File: src/double_ended_queue_macros.svh
// Assertion macros shared by the queue RTL.
// Each macro samples on the rising edge of clk and is disabled while rst_n is low.
`ifndef DOUBLE_ENDED_QUEUE_MACROS_SVH
`define DOUBLE_ENDED_QUEUE_MACROS_SVH

`ifndef SYNTH
`define DQ_ASSERT_NOW(lbl, ante, cons, msg) \
    lbl: assert property (@(posedge clk) disable iff (!rst_n) (ante) |-> (cons)) \
        else $error(msg);
`define DQ_ASSERT_NEXT(lbl, ante, cons, msg) \
    lbl: assert property (@(posedge clk) disable iff (!rst_n) (ante) |=> (cons)) \
        else $error(msg);
`else
`define DQ_ASSERT_NOW(lbl, ante, cons, msg)
`define DQ_ASSERT_NEXT(lbl, ante, cons, msg)
`endif

`endif

File: src/dq_pkg.sv
`timescale 1ns / 1ps

package dq_pkg;

    localparam int REQ_W   = 3;
    localparam int IDX_W   = 4;
    localparam int ST_W    = 2;
    localparam int CNT_W   = 5;
    localparam int OUT_W   = 32;
    localparam int IN_W    = 32;

    // Request codes.
    localparam logic [REQ_W-1:0] REQ_PUSH_FRONT = 3'd0;
    localparam logic [REQ_W-1:0] REQ_PUSH_BACK  = 3'd1;
    localparam logic [REQ_W-1:0] REQ_POP_FRONT  = 3'd2;
    localparam logic [REQ_W-1:0] REQ_POP_BACK   = 3'd3;
    localparam logic [REQ_W-1:0] REQ_READ       = 3'd4;
    localparam logic [REQ_W-1:0] REQ_REMOVE     = 3'd5;

    // Status codes.
    localparam logic [ST_W-1:0] ST_OK    = 2'd0;
    localparam logic [ST_W-1:0] ST_EMPTY = 2'd1;
    localparam logic [ST_W-1:0] ST_FULL  = 2'd2;
    localparam logic [ST_W-1:0] ST_RANGE = 2'd3;

endpackage

File: src/dq_ram.sv
`timescale 1ns / 1ps

module dq_ram #(
    parameter int DEPTH      = 16,
    parameter int DATA_WIDTH = 32
) (
    input  logic                         clk,
    input  logic                         we,
    input  logic [$clog2(DEPTH)-1:0]     waddr,
    input  logic [DATA_WIDTH-1:0]        wdata,
    input  logic [$clog2(DEPTH)-1:0]     raddr,
    output logic [DATA_WIDTH-1:0]        rdata
);

    logic [DATA_WIDTH-1:0] mem [DEPTH];

    always_ff @(posedge clk)
    begin
        if (we)
        begin
            mem[waddr] <= wdata;
        end
    end

    // Read data is registered and returns in the cycle after the address; a write in the same cycle is not seen.
    always_ff @(posedge clk)
    begin
        rdata <= mem[raddr];
    end

endmodule

File: src/double_ended_queue.sv
`timescale 1ns / 1ps
// Channel   Handshake           Payload
// request   start / busy        req_type, value, index
// result    done (one cycle)    status, read_value, front_value, back_value, count
//
// A request is taken when start is high and busy is low; done pulses in the cycle after
// the last busy cycle, and a new request may be taken in that same cycle.
// A remove moves each element behind the removed one a place forward, one element per
// cycle, through the single read and write port of the storage memory. The front and back
// words are read back from memory after every request, and that read-back is skipped when
// the queue is empty after the request.
// Reset empties the queue at once; storage contents are not cleared.
// The result port cannot stall: done is high for exactly one cycle, and the result values hold until the next request.

module double_ended_queue
    import dq_pkg::*;
#(
    parameter int DEPTH      = 16,
    parameter int DATA_WIDTH = 32
) (
    input  logic              clk,
    input  logic              rst_n,
    input  logic              start,
    output logic              busy,
    input  logic [REQ_W-1:0]  req_type,
    input  logic [IN_W-1:0]   value,
    input  logic [IDX_W-1:0]  index,
    output logic              done,
    output logic [ST_W-1:0]   status,
    output logic [OUT_W-1:0]  read_value,
    output logic [OUT_W-1:0]  front_value,
    output logic [OUT_W-1:0]  back_value,
    output logic [CNT_W-1:0]  count
);

`include "double_ended_queue_macros.svh"

    localparam int PW = $clog2(DEPTH);
    localparam int CW = $clog2(DEPTH + 1);
    localparam int XW = (CW > IDX_W) ? CW : IDX_W;

    localparam logic [2:0] S_IDLE   = 3'd0;
    localparam logic [2:0] S_OP     = 3'd1;
    localparam logic [2:0] S_RDWAIT = 3'd2;
    localparam logic [2:0] S_SHIFT  = 3'd3;
    localparam logic [2:0] S_FRONT  = 3'd4;
    localparam logic [2:0] S_BACK   = 3'd5;
    localparam logic [2:0] S_DONE   = 3'd6;

    logic [2:0]            state_reg, state_next;
    logic [REQ_W-1:0]      req_reg, req_next;
    logic [DATA_WIDTH-1:0] val_reg, val_next;
    logic [IDX_W-1:0]      idx_reg, idx_next;
    logic [PW-1:0]         front_reg, front_next;
    logic [CW-1:0]         fill_reg, fill_next;
    logic [CW-1:0]         sh_off_reg, sh_off_next;
    logic                  done_reg, done_next;
    logic [ST_W-1:0]       status_reg, status_next;
    logic [OUT_W-1:0]      read_value_reg, read_value_next;
    logic [OUT_W-1:0]      front_value_reg, front_value_next;
    logic [OUT_W-1:0]      back_value_reg, back_value_next;
    logic [CNT_W-1:0]      count_reg, count_next;

    logic                  mem_we;
    logic [PW-1:0]         mem_waddr;
    logic [DATA_WIDTH-1:0] mem_wdata;
    logic [PW-1:0]         mem_raddr;
    logic [DATA_WIDTH-1:0] mem_rdata;

    logic [ST_W-1:0]       status_now;
    logic                  op_ok;
    logic                  is_full;
    logic                  q_empty;
    logic                  idx_bad;
    logic [CW-1:0]         fill_m1;
    logic [CW-1:0]         idx_off;
    logic [PW-1:0]         front_dec;
    logic [63:0]           value_wide;

    // Ring position of the element at offset off from base; off stays below DEPTH.
    function automatic logic [PW-1:0] ring_pos(input logic [PW-1:0] base,
                                               input logic [CW-1:0] off);
        logic [CW:0] s;
        s = (CW+1)'(base) + (CW+1)'(off);
        if (s >= (CW+1)'(DEPTH))
        begin
            s = s - (CW+1)'(DEPTH);
        end
        return s[PW-1:0];
    endfunction

    function automatic logic [OUT_W-1:0] to_out(input logic [DATA_WIDTH-1:0] d);
        logic [63:0] w;
        w = 64'(d);
        return w[OUT_W-1:0];
    endfunction

    dq_ram #(
        .DEPTH      (DEPTH),
        .DATA_WIDTH (DATA_WIDTH)
    ) u_ram (
        .clk   (clk),
        .we    (mem_we),
        .waddr (mem_waddr),
        .wdata (mem_wdata),
        .raddr (mem_raddr),
        .rdata (mem_rdata)
    );

    assign value_wide = 64'(value);
    assign is_full    = (fill_reg == CW'(DEPTH));
    assign q_empty    = (fill_reg == '0);
    assign idx_bad    = (XW'(idx_reg) >= XW'(fill_reg));
    assign fill_m1    = fill_reg - CW'(1);
    assign idx_off    = CW'(idx_reg);
    assign front_dec  = (front_reg == '0) ? PW'(DEPTH - 1) : front_reg - PW'(1);

    always_comb
    begin
        status_now = ST_OK;
        op_ok      = 1'b0;
        case (req_reg)
            REQ_PUSH_FRONT, REQ_PUSH_BACK:
            begin
                status_now = is_full ? ST_FULL : ST_OK;
                op_ok      = !is_full;
            end
            REQ_POP_FRONT, REQ_POP_BACK:
            begin
                status_now = q_empty ? ST_EMPTY : ST_OK;
                op_ok      = !q_empty;
            end
            REQ_READ, REQ_REMOVE:
            begin
                status_now = q_empty ? ST_EMPTY : (idx_bad ? ST_RANGE : ST_OK);
                op_ok      = !q_empty && !idx_bad;
            end
            default:
            begin
                status_now = ST_OK;
                op_ok      = 1'b0;
            end
        endcase
    end

    always_comb
    begin
        state_next       = state_reg;
        req_next         = req_reg;
        val_next         = val_reg;
        idx_next         = idx_reg;
        front_next       = front_reg;
        fill_next        = fill_reg;
        sh_off_next      = sh_off_reg;
        done_next        = 1'b0;
        status_next      = status_reg;
        read_value_next  = read_value_reg;
        front_value_next = front_value_reg;
        back_value_next  = back_value_reg;
        count_next       = count_reg;
        mem_we           = 1'b0;
        mem_waddr        = '0;
        mem_wdata        = val_reg;
        mem_raddr        = '0;

        case (state_reg)
            S_IDLE:
            begin
                if (start)
                begin
                    req_next        = req_type;
                    val_next        = value_wide[DATA_WIDTH-1:0];
                    idx_next        = index;
                    read_value_next = '0;
                    state_next      = S_OP;
                end
            end
            S_OP:
            begin
                status_next = status_now;
                state_next  = S_FRONT;
                if (op_ok)
                begin
                    case (req_reg)
                        REQ_PUSH_FRONT:
                        begin
                            mem_we     = 1'b1;
                            mem_waddr  = front_dec;
                            front_next = front_dec;
                            fill_next  = fill_reg + CW'(1);
                        end
                        REQ_PUSH_BACK:
                        begin
                            mem_we    = 1'b1;
                            mem_waddr = ring_pos(front_reg, fill_reg);
                            fill_next = fill_reg + CW'(1);
                        end
                        REQ_POP_FRONT:
                        begin
                            mem_raddr  = ring_pos(front_reg, '0);
                            state_next = S_RDWAIT;
                        end
                        REQ_POP_BACK:
                        begin
                            mem_raddr  = ring_pos(front_reg, fill_m1);
                            state_next = S_RDWAIT;
                        end
                        REQ_READ, REQ_REMOVE:
                        begin
                            mem_raddr   = ring_pos(front_reg, idx_off);
                            sh_off_next = idx_off;
                            state_next  = S_RDWAIT;
                        end
                        default:
                        begin
                            state_next = S_FRONT;
                        end
                    endcase
                end
            end
            S_RDWAIT:
            begin
                read_value_next = to_out(mem_rdata);
                state_next      = S_FRONT;
                case (req_reg)
                    REQ_POP_FRONT:
                    begin
                        front_next = ring_pos(front_reg, CW'(1));
                        fill_next  = fill_m1;
                    end
                    REQ_POP_BACK:
                    begin
                        fill_next = fill_m1;
                    end
                    REQ_REMOVE:
                    begin
                        // Later elements exist: start moving them one place forward.
                        if ((CW+1)'(sh_off_reg) + (CW+1)'(1) < (CW+1)'(fill_reg))
                        begin
                            mem_raddr  = ring_pos(front_reg, sh_off_reg + CW'(1));
                            state_next = S_SHIFT;
                        end
                        else
                        begin
                            fill_next = fill_m1;
                        end
                    end
                    default:
                    begin
                        state_next = S_FRONT;
                    end
                endcase
            end
            S_SHIFT:
            begin
                // Read data holds the element behind sh_off; the next read runs two ahead
                // of the write, so the two never touch the same entry.
                mem_we    = 1'b1;
                mem_waddr = ring_pos(front_reg, sh_off_reg);
                mem_wdata = mem_rdata;
                if ((CW+1)'(sh_off_reg) + (CW+1)'(2) < (CW+1)'(fill_reg))
                begin
                    mem_raddr   = ring_pos(front_reg, sh_off_reg + CW'(2));
                    sh_off_next = sh_off_reg + CW'(1);
                end
                else
                begin
                    fill_next  = fill_m1;
                    state_next = S_FRONT;
                end
            end
            S_FRONT:
            begin
                if (q_empty)
                begin
                    front_value_next = '0;
                    back_value_next  = '0;
                    count_next       = CNT_W'(fill_reg);
                    done_next        = 1'b1;
                    state_next       = S_IDLE;
                end
                else
                begin
                    mem_raddr  = ring_pos(front_reg, '0);
                    state_next = S_BACK;
                end
            end
            S_BACK:
            begin
                mem_raddr        = ring_pos(front_reg, fill_m1);
                front_value_next = to_out(mem_rdata);
                state_next       = S_DONE;
            end
            S_DONE:
            begin
                back_value_next = to_out(mem_rdata);
                count_next      = CNT_W'(fill_reg);
                done_next       = 1'b1;
                state_next      = S_IDLE;
            end
            default:
            begin
                state_next = S_IDLE;
            end
        endcase
    end

    always_ff @(posedge clk or negedge rst_n)
    begin
        if (!rst_n)
        begin
            state_reg  <= S_IDLE;
            front_reg  <= '0;
            fill_reg   <= '0;
            done_reg   <= 1'b0;
        end
        else
        begin
            state_reg  <= state_next;
            front_reg  <= front_next;
            fill_reg   <= fill_next;
            done_reg   <= done_next;
        end
    end

    always_ff @(posedge clk)
    begin
        req_reg         <= req_next;
        val_reg         <= val_next;
        idx_reg         <= idx_next;
        sh_off_reg      <= sh_off_next;
        status_reg      <= status_next;
        read_value_reg  <= read_value_next;
        front_value_reg <= front_value_next;
        back_value_reg  <= back_value_next;
        count_reg       <= count_next;
    end

    assign busy        = (state_reg != S_IDLE);
    assign done        = done_reg;
    assign status      = status_reg;
    assign read_value  = read_value_reg;
    assign front_value = front_value_reg;
    assign back_value  = back_value_reg;
    assign count       = count_reg;

    `DQ_ASSERT_NOW(a_done_idle, done, !busy, "result strobe while a request is in progress")
    `DQ_ASSERT_NEXT(a_start_busy, start && !busy, busy && !done, "accepted request did not start")
    `DQ_ASSERT_NOW(a_full_count, done && (status == ST_FULL),
        count == CNT_W'(DEPTH), "full status with room left")
    `DQ_ASSERT_NOW(a_empty_zero, done && (status == ST_EMPTY),
        (count == '0) && (front_value == '0) && (back_value == '0),
        "empty status on a non-empty queue")
    `DQ_ASSERT_NOW(a_fill_bound, busy, fill_reg <= CW'(DEPTH), "element count beyond depth")

endmodule
File: config.mk
export PLATFORM = sky130hd
export DESIGN_NAME = double_ended_queue
export DESIGN_NICKNAME = d
export VERILOG_FILES = /design/src/dq_pkg.sv /design/src/dq_ram.sv /design/src/double_ended_queue.sv
export VERILOG_INCLUDE_DIRS = /design/src /design/src/src
export SDC_FILE = /design/constraint.sdc
export NUM_CORES = 1
export LEC_CHECK = 0
export ABC_AREA = 1
export BUFFER_PORTS_ARGS = -buffer_cell sky130_fd_sc_hd__buf_2
export CORE_UTILIZATION = 34
export CTS_BUF_LIST = sky130_fd_sc_hd__clkbuf_8
export CTS_CLUSTER_SIZE = 25
export DETAILED_ROUTE_END_ITERATION = 8
export GPL_ROUTABILITY_DRIVEN = 0
export HOLD_SLACK_MARGIN = 0.06
export SYNTH_ARGS = -nofsm -noshare
export SYNTH_HDL_FRONTEND = slang
export SYNTH_HIERARCHICAL = 1
export SYNTH_SLANG_ARGS = --single-unit
File: constraint.sdc
create_clock -name clk -period 5.1 [get_ports clk]
set_clock_uncertainty 0.15 [all_clocks]
set_input_delay 0.51 -clock clk [delete_from_list [all_inputs] [get_ports clk]]
set_output_delay 0.51 -clock clk [all_outputs]
set_load 0.01 [all_outputs]
## Word-level counts from Yosys, hierarchy flattened

Memory sizes are Yosys's and may differ from the RTL's. A register that Yosys moved wholly into a read port is not among the register bits.
Cells that the tools add are included.

| storage, ports and cells | value |
|---|---|
| bits in registers | 160 |
| RAM bits | 512 |
| input bits | 42 |
| output and inout bits | 105 |
| word-level logic and storage cells | 159 |
| memories kept | 1 |

Memories:

| memory | depth | bits a word | read ports | clocked after memory_dff | wr ports | line | source |
|---|---|---|---|---|---|---|---|
| u_ram.mem | 16 | 32 | 1 | 1 | 1 | dq_ram.sv:15 | `logic [DATA_WIDTH-1:0] mem [DEPTH];` |

| cells by class | value |
|---|---|
| add/subtract/negate cells | 22 |
| magnitude comparators | 11 |
| eq/ne operators | 23 |
| multiplexer cells | 62 |
| reduce and logical (&&, ||, !) cells | 27 |

Operators by type and width:

| kind | number |
|---|---|
| $pmux 32 s2 | 3 |
| $mux 32 | 3 |
| $mux 4 | 18 |
| $mux 5 | 8 |
| $sub 4x1->4 const B | 9 |
| $add 4x5->6 | 5 |
| $ge 6x5->1 const B | 5 |
| $pmux 5 s2 | 3 |
| $pmux 4 s2 | 3 |
| $mux 3 | 7 |
| $pmux 4 s5 | 1 |
| $pmux 3 s6 | 1 |
| $eq 3x3->1 const B | 5 |
| $pmux 5 s3 | 1 |
| $ne 2x2->1 const B | 7 |
| $eq 3x2->1 const B | 4 |
| $lt 6x5->1 | 2 |
| $pmux 4 s3 | 1 |
| $add 5x1->5 const B | 2 |
| $ge 5x5->1 const B | 2 |
| $reduce_and 2->1 | 5 |
| $reduce_bool 2->1 | 5 |
| $reduce_and 4->1 | 2 |
| $add 5x1->6 const B | 1 |
| other kinds (25) | 42 |

## Depth between registers and ports, before layout

| depth | value |
|---|---|
| depth in word-level cells | 8 |
| gate-level depth with buffers | 24 |
| depth with buffers taken out | 21 |

## Modules after synthesis

The synthesis kept the hierarchy.

Modules (own cells, without submodules):

| module | times used | cells an instance | area an instance (um2) | seq. area each (um2) |
|---|---|---|---|---|
| dq_ram | 1 | 2,120 | 22,730.6 | 16,015.4 |
| double_ended_queue | 1 | 755 | 7,911.3 | 4,739.5 |

## Worst setup path after synthesis

No wires, ideal clock.

| timing | value |
|---|---|
| path kind | reg2reg |
| start point | reg fill_reg[1] |
| end point | reg back_value_reg[0] (netlist: back_value[0]) (enable) |
| setup time | 483 ps |
| arrival time | 3,619 ps |
| required time | 4,467 ps |
| slack | 848 ps |
| cell stages (with the launch flop) | 5 |
| buffers on the path | 0 |
| period minus slack after synthesis | 4,252 ps |
| cells stage by stage | dfrtp_1 -> inv_1 -> ha_1 -> nand3_4 -> o21ai_0 |

| between the ends | value |
|---|---|
| longest elaborated chain between the ends | 3 |

Ends and longest elaborated chain:

| what | line | source |
|---|---|---|
| start, declared | double_ended_queue.sv:55 | `logic [CW-1:0] fill_reg, fill_next;` |
| start signal, assigned | double_ended_queue.sv:321 | `fill_reg <= fill_next;` |
| $logic_not 5->1 | double_ended_queue.sv:112 | `assign q_empty = (fill_reg == '0);` |
| $ne 2x2->1 (no line) | -- |  |
| $reduce_and 2->1 (no line) | -- |  |
| end signal, assigned | double_ended_queue.sv:335 | `back_value_reg <= back_value_next;` |
| end, declared | double_ended_queue.sv:61 | `logic [OUT_W-1:0] back_value_reg, back_value_next;` |

Every way passes these cells.
A chain may end at the register's enable or synchronous reset.

## Worst setup path after layout

| timing | value |
|---|---|
| start point | reg sh_off_reg[1] |
| end point | reg u_ram.rdata[24], read port of u_ram.mem |

| between the ends | value |
|---|---|
| longest elaborated chain between the ends | 7 |
| elaborated cells between the ends (all ways) | 18 |
| those cells by class | 8 x add/sub; 4 x order compare; 6 x mux |

Ends and longest elaborated chain:

| what | line | source |
|---|---|---|
| start, declared | double_ended_queue.sv:56 | `logic [CW-1:0] sh_off_reg, sh_off_next;` |
| start signal, assigned | double_ended_queue.sv:331 | `sh_off_reg <= sh_off_next;` |
| $add 5x1->5 | double_ended_queue.sv:240 | `mem_raddr = ring_pos(front_reg, sh_off_reg + CW'(1));` |
| $add 4x5->6 | double_ended_queue.sv:84 | `s = (CW+1)'(base) + (CW+1)'(off);` |
| $ge 6x5->1 | double_ended_queue.sv:85 | `if (s >= (CW+1)'(DEPTH))` |
| $mux 4 | double_ended_queue.sv:85 |  |
| $mux 4 | double_ended_queue.sv:238 | `if ((CW+1)'(sh_off_reg) + (CW+1)'(1) < (CW+1)'(fill_reg))` |
| $mux 4 | double_ended_queue.sv:225 | `case (req_reg)` |
| $pmux 4 s5 * | double_ended_queue.sv:166 | `case (state_reg)` |
| named net mem_raddr[0] | double_ended_queue.sv:67 | `logic [PW-1:0] mem_raddr;` |
| end, declared | dq_ram.sv:12 | `output logic [DATA_WIDTH-1:0] rdata` |

The timed path passes the listed nets; every way through them passes the cells marked *.

==> run metrics <==
period utilisation layout 81.9%; DP Area 33,000 µm²; sequential area share after synthesis 67.7%; I/O Buffers 146; Pwr Total 19.0 mW; Core Region 88,800 µm²; status completed; RSZ-0062 raised after global routing no; First-pass DRT Iterations 5; worst hold path class in2reg; PwrDens 536 nW/µm²; DRC 0; top cells by count, synth nand2_1, edfxtp_1, inv_1; antenna violations before repair 1; asr flop ratio synth 1.85%; relative slew slack 27.0%; total gr overflow 0; synthesized net count 2,960; Clock Sinks 704; I/O pin count 147; peak supply drop 0.439 mV; path type of the worst setup path reg2reg; Max clock buf depth 3; switching share of power 38.3%; worst slew pin tran 1.09 ns; Routed Antenna Nets 0; Worst setup SP type flip-flop; total number of vias 20,300; H-tree depth reported by CTS 3; largest cells by area after synthesis edfxtp_1, nand2_1, nand3_1; required time worst endpoint 5.56 ns; Rows 109; Hold Violations, Final 0; first-pass GRT wire length 117 mm; wire length per cell 17.7 µm; Psw 7.30 mW; Final WS setup 0.923 ns; Final Slew Violations 0; GR Util met2 28.9%; CTS Root Cell clkbuf_8; Detailed Route Iter0 Violations 1,568; Synth Area per Inst 10.7 µm²; Crit Path Max Fanout 51; GRT Total Usage 16.9%; worst endpoint data arrival time 4.64 ns; Die W 302 µm; height of the die 302 µm; Post-Syn Instances 2,875; Yosys top cell area share 64.6%; clock power share 24.3%; largest net degree at the start of global routing 137; Clk Latency, worst-skew pair 0.74 ns; via/cell ratio 4.62; finished layout cell area 35,500 µm²; final wirelength 77.4 mm; number of global-route vias before repair 19,700; most numerous cell in the Yosys netlist nand2_1; EDFF count, synth 659; Yosys top cell by area edfxtp_1; Worst-path clk slew 0.06 ns; Max Freq 0.239 GHz; post-DP HPWL 43.5 mm; final cell count without fillers 4,386; CTS tree built; CP Capture Type flip-flop; DP Worst Slack 0.926 ns; dpl cells 4,132; sequential power share 39.9%; crit path time final 4.18 ns; met3 Use GR 2.78%; final setup TNS 0 ns; Internal 11.7 mW; Initial Utilization 34.5%; Nets 3,208; grt met1 use 21.8%; Inserted Clock Buffers 112; CTS resizes 0; FF+latch count, synth 704; warnings from Yosys 6; hold_ws 0.339 ns; LEAKAGE 15.2 nW; Area Overhead vs Synth 16.0%; final core occ 40.0%; Top reg by flops u_ram/mem; combinational share of power 35.7%; share of cells above drive strength 1 13.4%; Top Usage Layer GRT met2; post-synth cell types 47; Post-Syn Area 30,600 µm²; die area 91,300 µm²; Maximum Capacitance Violations 0; max FFs per register 512; Setup Viol. Count Final 0; ys flop type edfxtp_1
==> final timing paths <==
check,from,end,slack (ns),depth (start not counted)
max,sh_off_reg[1]$_DFFE_PP_,u_ram/rdata[24]$_DFF_P_,0.92,19
min,value[8],val_reg[8]$_DFFE_PP_,0.34,2
max reg2reg,sh_off_reg[1]$_DFFE_PP_,u_ram/rdata[24]$_DFF_P_,0.92,19
min reg2reg,fill_reg[1]$_DFFE_PN0P_,count[1]$_DFFE_PP_,0.37,0
max in group asynchronous,rst_n,front_reg[0]$_DFFE_PN0P_,3.57,3
min in group asynchronous,rst_n,fill_reg[3]$_DFFE_PN0P_,0.77,3
==> layout make-up <==
type,count,area (µm²)
fill,8490,53200
sequential,704,20800
multi-input combinational,1555,7430
timing repair buffer,260,1890
inverter,490,1850
clock buffer,121,1670
tap,1165,1460
clock inverter,90,490
antenna,1,2.50
==> timing repair <==
| item | in CTS | in global routing |
|---|---|---|
| hold endpoints to repair | 54 | 0 |
| hold buffers | 42 | 0 |
| setup buffers | 0 | 0 |
==> worst max-delay path: stages (launching register included) <==
cell	delay, ns
edfxtp_1	0.51
ha_1	0.32
inv_1	0.11
o21ai_0	0.09
nand2_1	0.14
inv_1	0.06
ha_1	0.29
nand2_1	0.06
inv_1	0.04
nand4_1	0.19
nor2b_1	0.22
nand4_1	0.12
nand4_1	0.39
inv_6	0.30
buf_4	0.50
nand2_1	0.14
nand3_1	0.10
nand3_1	0.08
nand3_1	0.14
nand2_1	0.05
==> power groups by stage <==
stage	clock (mW)	sequential, mW	combinational (mW)
2_1_floorplan	0	7.80	4.66
3_3_place_gp	0	7.73	6.78
3_5_place_dp	0	7.73	6.84
4_1_cts	4.77	7.62	6.88
5_1_grt	4.99	7.66	7.62
6_report	4.63	7.61	6.81
==> logic make-up after synthesis <==
group,share of synthesized area (%)
flops,67.7
simple gates,19.3
xor+xnor,0.600
compound gates,1.85
fa+ha+maj,1.90
buf+inv,8.60
==> cells in the final DEF (no fill, tap or decap), types with 3 or more instances in the layout <==
cell type,Yosys,layout
nor2_1,140,123
nand3_2,3,5
nand2_2,6,7
o21ai_4,0,3
nand2_4,3,4
inv_1,474,515
clkinv_2,0,16
dfrtp_1,13,13
nand2_1,799,797
ha_1,37,37
buf_2,52,146
nor3_1,3,3
edfxtp_1,659,659
fa_1,6,6
clkbuf_8,0,121
xor2_1,12,12
dfxtp_1,32,32
nand3_1,412,410
nor2_4,3,20
dlygate4sd3_1,0,42
o21ai_1,6,10
o21bai_1,7,7
xnor2_1,9,9
nand4_1,8,8
buf_12,1,16
inv_8,0,3
buf_4,6,56
o22ai_1,7,7
bufinv_16,0,3
inv_2,15,16
inv_6,0,3
o21ai_0,56,49
clkinv_1,0,20
a21oi_1,12,12
nand3b_1,5,5
==> metal layers <==
metal | wire [µm] | vias up
met1 | 33500 | 9719
met4 | 2050 | 0
li1 | - | 9902
met5 | 0 | -
met3 | 4090 | 145
met2 | 37800 | 513
No activity file was read; power rests on OpenSTA's default activity.
